### src/rtl/cutoff_neighbor_pair_finder_core_assert.svh
// assertion macros shared by the rtl of the neighbor pair finder
`ifndef CUTOFF_NEIGHBOR_PAIR_FINDER_CORE_ASSERT_SVH
`define CUTOFF_NEIGHBOR_PAIR_FINDER_CORE_ASSERT_SVH

// same-cycle implication, sampled on clk, off during reset
`define CNPF_ASSERT_IMPL(lbl, ante, cons) \
  lbl: assert property (@(posedge clk) disable iff (!rst_n) (ante) |-> (cons)) \
    else $error("cnpf assertion failed");

// next-cycle implication, sampled on clk, off during reset
`define CNPF_ASSERT_NEXT(lbl, ante, cons) \
  lbl: assert property (@(posedge clk) disable iff (!rst_n) (ante) |=> (cons)) \
    else $error("cnpf assertion failed");

`endif

### src/rtl/cnpf_pkg.sv
// shared constants, codes and types of the neighbor pair finder
`timescale 1ns / 1ps
`default_nettype none

package cnpf_pkg;

  localparam int LEN_W          = 23;
  localparam int MASK_W         = 3;
  localparam int IDX_OUT_W      = 6;
  localparam int CFG_IDX_W      = 3;
  localparam int SQ_W           = 2 * LEN_W;
  localparam int ACC_W          = SQ_W + 2;
  localparam int DEF_MAX_ATOMS  = 64;
  localparam int DEF_COORD_BITS = 24;

  typedef enum logic [CFG_IDX_W-1:0] {
    REG_BOX_X  = 3'd0,
    REG_BOX_Y  = 3'd1,
    REG_BOX_Z  = 3'd2,
    REG_PMASK  = 3'd3,
    REG_CUTOFF = 3'd4
  } cfg_reg_t;

  typedef enum logic [1:0] {
    AXIS_X,
    AXIS_Y,
    AXIS_Z
  } axis_t;

  typedef enum logic [3:0] {
    ST_IDLE,
    ST_CUT,
    ST_RD,
    ST_DIF,
    ST_WRP,
    ST_MAG,
    ST_SQR,
    ST_ACC,
    ST_CMP,
    ST_DONE
  } state_t;

  typedef struct packed {
    logic  load_cut;
    logic  clear;
    logic  dif;
    logic  wrp;
    logic  mag;
    logic  sqr;
    logic  acc;
    axis_t axis;
  } dp_ctrl_t;

endpackage

`default_nettype wire

### src/rtl/cnpf_store.sv
// atom coordinate memory, one write and one registered read port
`timescale 1ns / 1ps
`default_nettype none

module cnpf_store #(
  parameter int DEPTH      = cnpf_pkg::DEF_MAX_ATOMS,
  parameter int COORD_BITS = cnpf_pkg::DEF_COORD_BITS,
  parameter int IDX_W      = $clog2(cnpf_pkg::DEF_MAX_ATOMS)
) (
  input  wire logic                    clk,
  input  wire logic                    wr_en,
  input  wire logic [IDX_W-1:0]        wr_addr,
  input  wire logic [3*COORD_BITS-1:0] wr_data,
  input  wire logic [IDX_W-1:0]        rd_addr,
  output logic      [3*COORD_BITS-1:0] rd_data
);

  logic [3*COORD_BITS-1:0] mem [DEPTH];
  logic [3*COORD_BITS-1:0] rd_data_r;

  always_ff @(posedge clk) begin
    if (wr_en) begin
      mem[wr_addr] <= wr_data;
    end
  end

  always_ff @(posedge clk) begin
    rd_data_r <= mem[rd_addr];
  end

  assign rd_data = rd_data_r;

endmodule

`default_nettype wire

### config.mk
export PLATFORM = sky130hd
export DESIGN_NAME = cnpf_store
export DESIGN_NICKNAME = d
export VERILOG_FILES = /design/src/rtl/cutoff_neighbor_pair_finder_core_assert.svh /design/src/rtl/cnpf_pkg.sv /design/src/rtl/cnpf_store.sv
export SDC_FILE = /design/constraint.sdc
export NUM_CORES = 2
export LEC_CHECK = 0
export BUFFER_PORTS_ARGS = -buffer_cell sky130_fd_sc_hd__buf_4
export CAP_MARGIN = 20
export CORE_MARGIN = 5
export CORE_UTILIZATION = 40
export DETAILED_ROUTE_END_ITERATION = 12
export PLACE_DENSITY = 0.58
export SLEW_MARGIN = 10
export SYNTH_ARGS = -nofsm -noshare
export SYNTH_HDL_FRONTEND = slang
export SYNTH_MEMORY_MAX_BITS = 65536
export SYNTH_SLANG_ARGS = --single-unit
### constraint.sdc
create_clock -name clk -period 12.25 [get_ports clk]
set_clock_uncertainty 0.05 [all_clocks]
set_input_delay 0 -clock clk [delete_from_list [all_inputs] [get_ports clk]]
set_output_delay 0 -clock clk [all_outputs]
set_load 0.01 [all_outputs]
# ---- Word-level counts from Yosys, hierarchy flattened
# Memory sizes are Yosys's and may differ from the RTL's. A register that Yosys moved wholly into a read port is not among the register bits.
# Index checks and enable logic that the tools add are counted.
dict set report totals {
  ramBits 4608
  elab_cells 3
  n_memories 1
  in_bits 86
  out_inout_bits 72
  register_bits 0
}
# memory depth word_bits read_ports rd_clocked_by_memory_dff write_ports line
set memory_table {}
lappend memory_table {mem 64 72 1 1 1 cnpf_store.sv:18} ;# logic [3*COORD_BITS-1:0] mem [DEPTH];
dict set report classes {
  muxes 2
}
# op n
set op_table {}
lappend op_table {{$mux 1} 2}

# ---- Longest topological paths before layout
dict set report logic_depth {
  word_depth 2
  ltp_mapped 8
  ltp_nobuf 4
}

# ---- Worst setup path after synthesis
# OpenSTA, ideal clock, no wires.
dict set report synth_path {
  path_type {in2reg}
  startpoint {in wr_addr[3]}
  endpoint {mem mem[48][0] (netlist bit) (enable)}
  slack_ps 6201
  required_time_ps 11610
  t_arrival_ps 5408
  cell_stages 4
  path_cell_list {clkbuf_1 -> nor2b_1 -> nand4b_1 -> nor3_1}
}
# item line
set synth_rtl {}
lappend synth_rtl {{from (decl)} cnpf_store.sv:12} ;# input wire logic [IDX_W-1:0] wr_addr,
lappend synth_rtl {{to (decl)} cnpf_store.sv:18}
# Straight into the memory's write port.

==> results by group <==
Setup path
  • Worst Setup SP: rd_addr[2]
  • Capturing point of the worst reg2reg path: rd_data[71]
  • RR Startpoint: mem[35][71]
  • Crit. End Element: flop
  • Startpoint types: primary input
  • Reg2Reg Depth: 6
  • Buffers plus inverters on the worst setup path: 5
  • Slowest CP cell: a211oi_1
  • CP max stage delay: ~0.9 ns
  • Cells along the critical path: dlygate4sd3_1, buf_8, buf_4, buf_4, buf_4, mux4_2, mux2i_1, a211oi_1, o211a_1
  • Top cell family by delay on the critical path: buffers and inverters
  • CP Max Fanout: 54
  • CP most frequent cell: buf_4
  • Crit path kind: primary input to flop
  • Reg-to-reg setup timing slack: between 9 and 10 ns
  • WP data required: between 10 and 15 ns
  • Critical path destination: rd_data[25]
  • Arrival time of the worst setup path: 5.03 ns
  • Crit path depth: 9

Synth
  • Syn_nets: about 7.4k
  • Post-synthesis xor/xnor area fraction: 0
  • Adder-Cell Fraction of Synth Area: 0
  • Area contributors post-synth: edfxtp_1 (79%), mux4_2 (15%), a22oi_1 (1.2%)
  • Dominant synthesized flop cell: edfxtp_1
  • Synthesized cell area: 175,200 sq um
  • Yosys reg bits: 4,680
  • Yosys top cell by area: edfxtp_1
  • Distinct cells, synth: 27
  • Most frequent cell after synthesis: edfxtp_1
  • Share of the synthesized area in the top cell type: 0.7897
  • Number of synthesized flops with an enable pin: 4,608
  • Seq/Total Area, Yosys: 0.7980
  • Mean Syn Cell Area: ~24 sq um
  • Post-Syn Instances: 7,305
  • Mux contribution to synthesized area: 0.1542
  • Complex-gate fraction of the synthesized area: 0.02738
  • Largest family of logic cells by synthesized area: multiplexers
  • Top cells by count, synth: edfxtp_1 (4,608), mux4_2 (1,152), a22oi_1 (288), buf_2 (190), o22ai_1 (144)
  • Simple-gate share of the synthesized area: 0.008819
  • Ys Warns: 0
  • FFs w/ async S/R, synth: 0

Detailed routing
  • Drt drc: 0
  • WL/cell: 37.78 um
  • Vias: around 87k
  • DR vias/cell: 6.193
  • DR pass1 iterations: 7
  • Post-route ant nets: 0
  • Routed wire length: 531,000 um
  • Initial drt markers: 11.77k

Final layout
  • Layout cell share with drive strength beyond 1: 0.2834
  • Area Growth Syn to Fin: 14.65%
  • Final-stage net count: 7,961

STA
  • Final cycle utilization of the critical path: 0.3388
  • Setup violators final: 0
  • WHS: 0.04653 ns
  • Slew headroom: 0.1991
  • Unrepaired setup endpoints after global routing: no
  • Final hold vios: 0
  • Slew Limit Fails: 0
  • Worst-margin pin slew: 1.201 ns
  • Worst setup margin: 8.099 ns
  • Setup_tns: 0 ns
  • F_max: 240.9 MHz
  • Post-layout minimum cycle time: 4.151 ns

Place
  • Detailed Place HPWL: 276,600 um
  • DP Worst Slack: 7.787 ns
  • I/O Buffers: 157
  • RD Place Congestion: 0.7723

Clock network
  • Reg clk slew, reported paths: roughly 0.060 ns
  • TritonCTS clock tree: built
  • Setup bufs post-CTS: 0
  • TritonCTS buffer count: 457
  • Clk_lat worst skew: 1.01 ns
  • Htree depth: 5
  • Clk Tree Root Cell: clkbuf_16
  • CTS resizes: 0
  • Clock buffer depth: 4
  • # hold bufs at CTS: 114
  • # clock sinks: 4,680

Power
  • Maximum VDD drop: 0.1442 mV
  • Pleak: between 60 and 70 nW
  • Power Dens Cells: between 150 and 200 nW/um^2
  • Final Power: 33.61 mW

Floorplanning
  • Row count: 243
  • Core Area: 437,200 sq um
  • Die Area: 451,400 sq um
  • Die Wd: 671.8 um
  • I/O pin cnt: 158
  • Die Y-Extent: 671.8 um
  • Initial Util: 0.4008

Global routing
  • Total congestion overflow: 0
  • Initial antenna violation count: 39
  • Vias in the first global route: 86.05k
  • Largest net degree at the start of global routing: 124
  • GRT busiest layer: met2
  • Total GRT Usage: 0.2307
  • GRT met3 Usage: 0.03720
  • Met1 Usage GRT: 0.3250
  • Met2 Resource Use GR: 0.3734
  • First-pass GRT wire length: 726,100 um

Min path
  • Hold Path Stages: 2
  • Hold wc startpoint: wr_data[71]
  • Hold crit path type: primary input to flop

Run status
  • Outcome: finished, final reports clean

Job
  • Max-Cap Viols: 0
## cells in the final DEF, fill, tap and decap left out, drive strengths merged, types with 108 or more instances in the layout
cell,netlist,layout
edfxtp,4608,4608
mux4,1152,1152
clkbuf,143,583
buf,275,418
a22oi,288,288
clkinv,0,194
o22ai,144,144
nand3,128,128
nor2,120,120
dlygate4sd3,0,111
mux2i,108,108
## worst reg2reg max path: cells and delay by family, from the launching register on
kind,cells,cell delay [ns]
AOI/OAI and AO/OA,2,0.30
DFF,1,0.35
buffers and inverters,2,1.11
muxes,2,0.61
## report_power, final
group / total [mW] / internal [mW] / leakage [nW] / switching, mW
clock network: 14.2 / 8.15 / 7.43 / 6.08
logic: 1.56 / 0.585 / 12.6 / 0.979
registers: 17.8 / 17.7 / 42.1 / 0.0897
total: 33.6 / 26.5 / 62.1 / 7.15
## worst min path at each step
stage	slack [ns]	end
after floorplan	0.05	mem[0][0]
after global placement	0.36	rd_data[39]
after detailed placement	0.35	rd_data[39]
after CTS	0.0004	mem[35][71]
after global routing	0.05	mem[18][68]
final	0.05	mem[16][71]
## cells by family after synthesis
group / count (synthesis)
AOI/OAI and AO/OA: 630
buffers and inverters: 418
DFF: 4680
and+or+nand+nor: 317
muxes: 1260
## registers in the layout, summed over array words and instances, names as in the netlist
register and count:
rd_data 72, mem 4608
## per-stage QoR
| step | instances | area (sq um) | utilization |
|---|---|---|---|
| final | 14060 | 200900 | 0.4595 |
| after global routing | 14040 | 200800 | 0.4594 |
| after CTS | 14030 | 200700 | 0.4591 |
| after detailed placement | 13060 | 184400 | 0.4217 |
| after global placement | 13040 | 184100 | 0.4212 |
| after floorplan | 7305 | 175200 | - |
## final cells by class
class / instances / area [sq um]
fill: 35720 / 236300
clock inverter: 279 / 2919
tap: 5757 / 7203
clock buffer: 583 / 12270
timing repair buffer: 529 / 4677
sequential: 4680 / 139800
antenna: 20 / 50.05
multi-input combinational: 2207 / 33950
## routing by layer
metal / part of all wire / up-vias
met5: 0.00011 / -
met4: 0.034 / 8
met3: 0.094 / 895
met2: 0.48 / 4961
met1: 0.39 / 48190
li1: - / 32990
Note: power is estimated with default switching activity, not from simulation.
