`config.mk`:
```
export PLATFORM = sky130hd
export DESIGN_NAME = cnpf_pair_unit
export DESIGN_NICKNAME = d
export VERILOG_FILES = /design/src/rtl/cutoff_neighbor_pair_finder_core_assert.svh /design/src/rtl/cnpf_pkg.sv /design/src/rtl/cnpf_pair_unit.sv
export SDC_FILE = /design/constraint.sdc
export NUM_CORES = 2
export LEC_CHECK = 0
export ABC_CLOCK_PERIOD_IN_PS = 10600
export BUFFER_PORTS_ARGS = -buffer_cell sky130_fd_sc_hd__buf_4
export CAP_MARGIN = 20
export CORE_UTILIZATION = 62
export DETAILED_ROUTE_END_ITERATION = 6
export PLACE_DENSITY = 0.9
export SYNTH_ARGS = -nofsm -noshare
export SYNTH_HDL_FRONTEND = slang
export SYNTH_SLANG_ARGS = --single-unit
export TNS_END_PERCENT = 50
```
`constraint.sdc`:
```
create_clock -name clk -period 10.6 [get_ports clk]
set_input_delay 0 -clock clk [delete_from_list [all_inputs] [get_ports clk]]
set_output_delay 0 -clock clk [all_outputs]
set_load 0.01 [all_outputs]
```
`src/rtl/cutoff_neighbor_pair_finder_core_assert.svh`:
```
// assertion macros shared by the rtl of the neighbor pair finder
`ifndef CUTOFF_NEIGHBOR_PAIR_FINDER_CORE_ASSERT_SVH
`define CUTOFF_NEIGHBOR_PAIR_FINDER_CORE_ASSERT_SVH

// same-cycle implication, sampled on clk, off during reset
`define CNPF_ASSERT_IMPL(lbl, ante, cons) \
  lbl: assert property (@(posedge clk) disable iff (!rst_n) (ante) |-> (cons)) \
    else $error("cnpf assertion failed");

// next-cycle implication, sampled on clk, off during reset
`define CNPF_ASSERT_NEXT(lbl, ante, cons) \
  lbl: assert property (@(posedge clk) disable iff (!rst_n) (ante) |=> (cons)) \
    else $error("cnpf assertion failed");

`endif

```
`src/rtl/cnpf_pkg.sv`:
```
// shared constants, codes and types of the neighbor pair finder
`timescale 1ns / 1ps
`default_nettype none

package cnpf_pkg;

  localparam int LEN_W          = 23;
  localparam int MASK_W         = 3;
  localparam int IDX_OUT_W      = 6;
  localparam int CFG_IDX_W      = 3;
  localparam int SQ_W           = 2 * LEN_W;
  localparam int ACC_W          = SQ_W + 2;
  localparam int DEF_MAX_ATOMS  = 64;
  localparam int DEF_COORD_BITS = 24;

  typedef enum logic [CFG_IDX_W-1:0] {
    REG_BOX_X  = 3'd0,
    REG_BOX_Y  = 3'd1,
    REG_BOX_Z  = 3'd2,
    REG_PMASK  = 3'd3,
    REG_CUTOFF = 3'd4
  } cfg_reg_t;

  typedef enum logic [1:0] {
    AXIS_X,
    AXIS_Y,
    AXIS_Z
  } axis_t;

  typedef enum logic [3:0] {
    ST_IDLE,
    ST_CUT,
    ST_RD,
    ST_DIF,
    ST_WRP,
    ST_MAG,
    ST_SQR,
    ST_ACC,
    ST_CMP,
    ST_DONE
  } state_t;

  typedef struct packed {
    logic  load_cut;
    logic  clear;
    logic  dif;
    logic  wrp;
    logic  mag;
    logic  sqr;
    logic  acc;
    axis_t axis;
  } dp_ctrl_t;

endpackage

`default_nettype wire

```
`src/rtl/cnpf_pair_unit.sv`:
```
// shared distance unit: difference, wrap, magnitude, one squaring multiplier
`timescale 1ns / 1ps
`default_nettype none

module cnpf_pair_unit #(
  parameter int COORD_BITS = cnpf_pkg::DEF_COORD_BITS
) (
  input  wire logic                              clk,
  input  wire cnpf_pkg::dp_ctrl_t                ctrl,
  input  wire logic signed [COORD_BITS-1:0]      p_x,
  input  wire logic signed [COORD_BITS-1:0]      p_y,
  input  wire logic signed [COORD_BITS-1:0]      p_z,
  input  wire logic signed [COORD_BITS-1:0]      s_x,
  input  wire logic signed [COORD_BITS-1:0]      s_y,
  input  wire logic signed [COORD_BITS-1:0]      s_z,
  input  wire logic [cnpf_pkg::LEN_W-1:0]        box_x,
  input  wire logic [cnpf_pkg::LEN_W-1:0]        box_y,
  input  wire logic [cnpf_pkg::LEN_W-1:0]        box_z,
  input  wire logic [cnpf_pkg::MASK_W-1:0]       pmask,
  input  wire logic [cnpf_pkg::LEN_W-1:0]        cutoff,
  output logic                                   hit
);

  localparam int DW = COORD_BITS + 1;
  localparam int WW = (COORD_BITS + 2 > cnpf_pkg::LEN_W + 2) ?
                      COORD_BITS + 2 : cnpf_pkg::LEN_W + 2;

  logic signed [COORD_BITS-1:0]     p_sel;
  logic signed [COORD_BITS-1:0]     s_sel;
  logic [cnpf_pkg::LEN_W-1:0]       len_sel;
  logic                             en_sel;

  logic signed [DW-1:0]             d_r;
  logic signed [DW-1:0]             d_nxt;
  logic signed [WW-1:0]             d_e;
  logic signed [WW-1:0]             l_e;
  logic signed [WW-1:0]             c_e;
  logic signed [WW-1:0]             twice;
  logic signed [WW-1:0]             w_r;
  logic signed [WW-1:0]             w_nxt;
  logic signed [WW-1:0]             mag_full;
  logic                             far_now;
  logic [cnpf_pkg::LEN_W-1:0]       mag_r;
  logic                             far_r;

  logic [cnpf_pkg::LEN_W-1:0]       mul_in;
  logic [cnpf_pkg::SQ_W-1:0]        mul_out;
  logic [cnpf_pkg::SQ_W-1:0]        prod_r;
  logic [cnpf_pkg::SQ_W-1:0]        cut2_r;
  logic [cnpf_pkg::ACC_W-1:0]       acc_r;

  always_comb begin
    case (ctrl.axis)
      cnpf_pkg::AXIS_Y: begin
        p_sel   = p_y;
        s_sel   = s_y;
        len_sel = box_y;
        en_sel  = pmask[1];
      end
      cnpf_pkg::AXIS_Z: begin
        p_sel   = p_z;
        s_sel   = s_z;
        len_sel = box_z;
        en_sel  = pmask[2];
      end
      default: begin
        p_sel   = p_x;
        s_sel   = s_x;
        len_sel = box_x;
        en_sel  = pmask[0];
      end
    endcase
  end

  assign d_nxt = DW'(p_sel) - DW'(s_sel);

  // single minimum-image wrap on the registered difference
  always_comb begin
    d_e   = WW'(d_r);
    l_e   = signed'(WW'(len_sel));
    twice = d_e <<< 1;
    w_nxt = d_e;
    if (en_sel && (len_sel != '0)) begin
      if (twice > l_e) begin
        w_nxt = d_e - l_e;
      end else if (twice < -l_e) begin
        w_nxt = d_e + l_e;
      end
    end
  end

  // magnitude and the early cutoff reject are computed side by side
  assign c_e      = signed'(WW'(cutoff));
  assign mag_full = w_r[WW-1] ? -w_r : w_r;
  assign far_now  = (w_r > c_e) || (w_r < -c_e);

  assign mul_in  = ctrl.load_cut ? cutoff : mag_r;
  assign mul_out = cnpf_pkg::SQ_W'(mul_in) * cnpf_pkg::SQ_W'(mul_in);

  always_ff @(posedge clk) begin
    if (ctrl.dif) begin
      d_r <= d_nxt;
    end
    if (ctrl.wrp) begin
      w_r <= w_nxt;
    end
    if (ctrl.mag) begin
      mag_r <= mag_full[cnpf_pkg::LEN_W-1:0];
    end
    if (ctrl.load_cut) begin
      cut2_r <= mul_out;
    end
    if (ctrl.sqr) begin
      prod_r <= mul_out;
    end
    if (ctrl.clear) begin
      acc_r <= '0;
      far_r <= 1'b0;
    end else begin
      if (ctrl.acc) begin
        acc_r <= acc_r + cnpf_pkg::ACC_W'(prod_r);
      end
      if (ctrl.mag) begin
        far_r <= far_r | far_now;
      end
    end
  end

  assign hit = !far_r && (acc_r <= cnpf_pkg::ACC_W'(cut2_r));

endmodule

`default_nettype wire
```
; After elaboration in Yosys (flattened, before gate mapping)
; Index checks and enable logic that the tools add are counted.
; Widths: inputs -> output; s select.
[word_totals]
ff_bits = 215
out_inout_bits = 1
[op_classes]
addsub = 7
multipliers = 1
order_cmp = 5
n_eq_ne = 2
n_mux = 9
bitwise_logic = 1
n_reduce_logical = 5
[op_table]
columns = cell, n
row1 = $pmux 24 s2, 2
row2 = $mux 26, 3
row3 = $gt 26x24->1, 2
row4 = $lt 26x26->1, 2
row5 = $neg 23->26, 2
row6 = $add 48x46->48, 1
row7 = $le 48x46->1, 1
row8 = $mul 23x23->46, 1
row9 = $mux 23, 2
row10 = $pmux 23 s2, 1
row11 = $add 25x24->26, 1
row12 = $sub 25x24->26, 1
row13 = $sub 24x24->25, 1
row14 = $neg 23->23, 1
row15 = $reduce_bool 23->1, 1
row16 = $eq 2x1->1 const B, 1
row17 = $eq 2x2->1 const B, 1
row18 = $logic_and 1x1->1, 2
row19 = $pmux 1 s2, 1
row20 = $logic_not 1->1, 1
row21 = $logic_or 1x1->1, 1
row22 = $or 1x1->1, 1

; Logic depth before layout (Yosys ltp)
[logic_depth]
ltp_word = 7
mapped_depth = 32
ltp_nobuf = 28

; Worst setup path before layout
; No wires, ideal clock.
[synth_timing]
kind = in2reg
start = in ctrl[8] in the netlist's numbering
end = reg cut2_r[44] in the netlist's numbering, data pin
setup_ps = 280
arrival_time_ps = 7743
t_required_ps = 10320
slack_ps = 2577
path_stages = 28
path_buffers = 4
path_cell_list = clkbuf_1 clkbuf_1 mux2i_1 clkbuf_1 nor2_1 fa_1 inv_1 fa_1 inv_1 fa_1 fa_1 fa_1 fa_1 inv_1 fa_1 inv_1 ha_1 clkbuf_1 nand3_1 nor2_1 nand3_1 nor3b_1 nand3b_1 o21ai_0 a22o_1 o31ai_1 mux2i_1 o2111ai_1
[synth_via]
elab_chain_len = 2
[synth_rtl]
columns = element, line_no
row1 = "start, declared", cnpf_pair_unit.sv:9  ; input wire cnpf_pkg::dp_ctrl_t ctrl,
row2 = $mux 23, cnpf_pair_unit.sv:97  ; assign mul_in = ctrl.load_cut ? cutoff : mag_r;
row3 = $mul 23x23->46, cnpf_pair_unit.sv:98  ; assign mul_out = cnpf_pkg::SQ_W'(mul_in) * cnpf_pkg::SQ_W'(mul_in);
row4 = via mul_out (one bit), cnpf_pair_unit.sv:47  ; logic [cnpf_pkg::SQ_W-1:0] mul_out;
row5 = "end signal, assigned", cnpf_pair_unit.sv:111  ; cut2_r <= mul_out;
row6 = "end, declared", cnpf_pair_unit.sv:49  ; logic [cnpf_pkg::SQ_W-1:0] cut2_r;
; The timed path passes the listed nets, and every way through them passes these cells.
; A chain may end at the register's enable or synchronous reset.

; Worst setup path after layout
[layout_timing]
start = reg mag_r[2] in the netlist's numbering
end = reg prod_r[45] in the netlist's numbering, data pin
[layout_via]
elab_chain_len = 2
[layout_rtl]
columns = element, line_no
row1 = "start, declared", cnpf_pair_unit.sv:43  ; logic [cnpf_pkg::LEN_W-1:0] mag_r;
row2 = "start signal, assigned", cnpf_pair_unit.sv:108  ; mag_r <= mag_full[cnpf_pkg::LEN_W-1:0];
row3 = $mux 23, cnpf_pair_unit.sv:97
row4 = $mul 23x23->46, cnpf_pair_unit.sv:98
row5 = via mul_out (one bit), cnpf_pair_unit.sv:47
row6 = "end signal, assigned", cnpf_pair_unit.sv:114  ; prod_r <= mul_out;
row7 = "end, declared", cnpf_pair_unit.sv:48  ; logic [cnpf_pkg::SQ_W-1:0] prod_r;
; The timed path passes the listed nets, and every way through them passes these cells.

==> run metrics <==
status complete, but fails checks; failing checks design-rule violations; reg2reg setup slack 1.61 ns; DRC Markers 2; 1st-iter DRT viols 2233; max cap viols 0; Critical Path AT 9.29 ns; Worst EP required 10.90 ns; CP endpoint kind flip-flop; die area 0.0560 mm2; TritonCTS clock tree built; Setup crit start mag_r[2]; r2r startpoint mag_r[2]; non-filler cells, final 4716; Hold Crit Class primary input to flip-flop; most frequent cells in the layout inv_1 (680), ha_1 (427), fa_1 (393), nor2_1 (327), nand2_1 (284); CTS buffer count 26; H-Tree Depth 1; top_reg_cell synth edfxtp_1; Pre-antenna DRT Iters 7; Placement Cell Area 0.0365 mm2; WP buf/inv 6; number of synthesized register bits 213; syn_area_per_cell 8.92 um2; synth warn 0; final WL 93.2 mm; reg2reg end prod_r[45]; CP top delay family adder cells; via/cell ratio 6.13; WL/cell 19.8 um; initial antenna violation count 6; Root Buffer clkbuf_16; critical path peak fanout 19; Largest stage delay, worst path 0.81 ns; Distinct cells, synth 83; FMAX 111 MHz; filler instances 3976; min cycle time layout 8.99 ns; FF/Latch Area 0.00591 mm2; number of synthesized flops with an enable pin 164; Yosys top cell by area fa_1; antenna-violating nets left 0; row cnt 85; Tcrit/Tclk final 84.8%; final setup fails 0; final instance area 0.0374 mm2; input/output buffers 249; DPL Wire Length 76.4 mm; Fin. Hold Viols 0; fin nets 5069; Max Buffers Root-to-Sink 3; grt total ovfl 0; Starting Density 63.0%; Critical Path Most Common Cell fa_1; final setup TNS 0 ns; Setup Fix Bufs, Post-CTS 0; Synth top area share 23.1%; Area Growth Syn to Fin 9.62%; CTS clk-pin slew, worst paths 0.06 ns; largest net degree at the start of global routing 105; unrepaired setup endpoints after global routing false; FF-to-FF path depth 25; Slew HR 20.6%; hold worst-path end d_r[0]; GR Util All Layers 33.5%; sequential fraction of the synthesis area 17.3%; Startpoint Class flip-flop; Least-Margin Pin Slew 1.17 ns; die span in x 237 um; most common cell after layout, fill and taps aside inv_1; cell area after synthesis 0.0341 mm2; share of post-route cells with drive strength above 1 8.93%; gpl congestion 0.995; worst-skew pair later-pin latency 0.55 ns; via count 28900; Hold Path Depth 4; Cells after Synth 3827; Core Footprint 0.0541 mm2; skew final 0.0166 ns; dpl cells 4661; area of the multi-input gates 0.0251 mm2; top post-synthesis cells by area fa_1 (23%), ha_1 (16%), edfxtp_1 (14%), inv_1 (7.5%), nor2_1 (3.6%); Slowest cell on crit path clkinv_1; Async SR Flop Fraction 0%; I/O pins 250; global-route wire length before repair 150 mm; post-synthesis net count 4898; vias in the first global route 30100; Sink Count 213; die height 237 um; fin. max-slew vios 0; crit path kind flip-flop to flip-flop; hold path start p_x[0]
-- stage by stage --
step | hold slack (ns) | utilization [%] | worst slack, ns
floorplan | 0.112 | - | 2.58
global placement | 0.417 | 67.3 | 2.05
detailed placement | 0.425 | 67.4 | 1.69
CTS | 0.0159 | 69.1 | 1.80
global route | 0.0531 | 69.1 | 1.18
finish | 0.0217 | 69.1 | 1.61
-- Yosys cell counts (35+ instances only) --
cell type  instances
nand4_1           45
dfxtp_1           49
nand3_1           37
fa_1             393
a21o_1           126
inv_1            680
nor3_1            48
xor2_1            35
o21ai_0          168
a21oi_1          197
nor2_1           327
clkbuf_1         105
mux2i_1           46
edfxtp_1         164
a221o_1           51
ha_1             429
xnor2_1          131
a22oi_1           39
nand2_1          284
-- logic make-up (layout without fill, tap and decap cells) --
| logic type | Yosys count | count (layout) | synth area share, % |
|---|---|---|---|
| buffers and inverters | 819 | 1010 | 9.25 |
| other | 0 | 2 | 0 |
| and+or+nand+nor | 903 | 903 | 12.1 |
| adders and majority gates | 822 | 822 | 38.8 |
| AOI/OAI and AO/OA | 847 | 847 | 16.6 |
| xor gates and xnor gates | 166 | 166 | 4.26 |
| muxes | 57 | 57 | 1.71 |
| DFF | 213 | 213 | 17.3 |
-- state kept, by name (all words and copies together), names as in the netlist --
| name | count |
|---|---|
| cut2_r | 45 |
| mag_r | 23 |
| w_r | 26 |
| prod_r | 45 |
| acc_r | 48 |
| d_r | 25 |
| far_r | 1 |
-- final cells by class --
type / count / area share, %
clock buffers: 34 / 1.93
flip-flops and latches: 213 / 15.8
inverters: 688 / 6.91
clock inverters: 14 / 0.422
well taps: 696 / 2.33
repair buffers: 274 / 5.54
diodes: 2 / 0.0134
multi-input cells: 2795 / 67.1
-- tightest hold or removal path: cells and delay by family --
kind | cells | cell delay [ns]
fa+ha+maj | 1 | 0.29
buf+inv | 2 | 0.11
compound gates | 1 | 0.07
-- routing by layer --
metal  GRT usage, %  up-vias  share of wire [%]
li1               -    13300                  -
met1           37.9    13700                 36
met2           59.3     1549                 49
met3           6.28      367                8.7
met4           18.4        8                6.6
met5              0        -              0.053
-- how the worst max path moves through the flow --
stage	end	slack, ns	cells after the start
after global placement	cut2_r[43]	2.05	24
final	prod_r[45]	1.61	25
after floorplan	cut2_r[44]	2.58	28
after CTS	cut2_r[41]	1.80	26
after global routing	prod_r[45]	1.18	26
after detailed placement	cut2_r[45]	1.69	27
-- timing repair --
item	CTS	global route
hold endpoints to repair	155	0
hold buffers	5	0
gates resized for setup	0	0
Power is not shown: default switching activity piles up to over one toggle a cycle in this logic, so the estimate is an artifact.
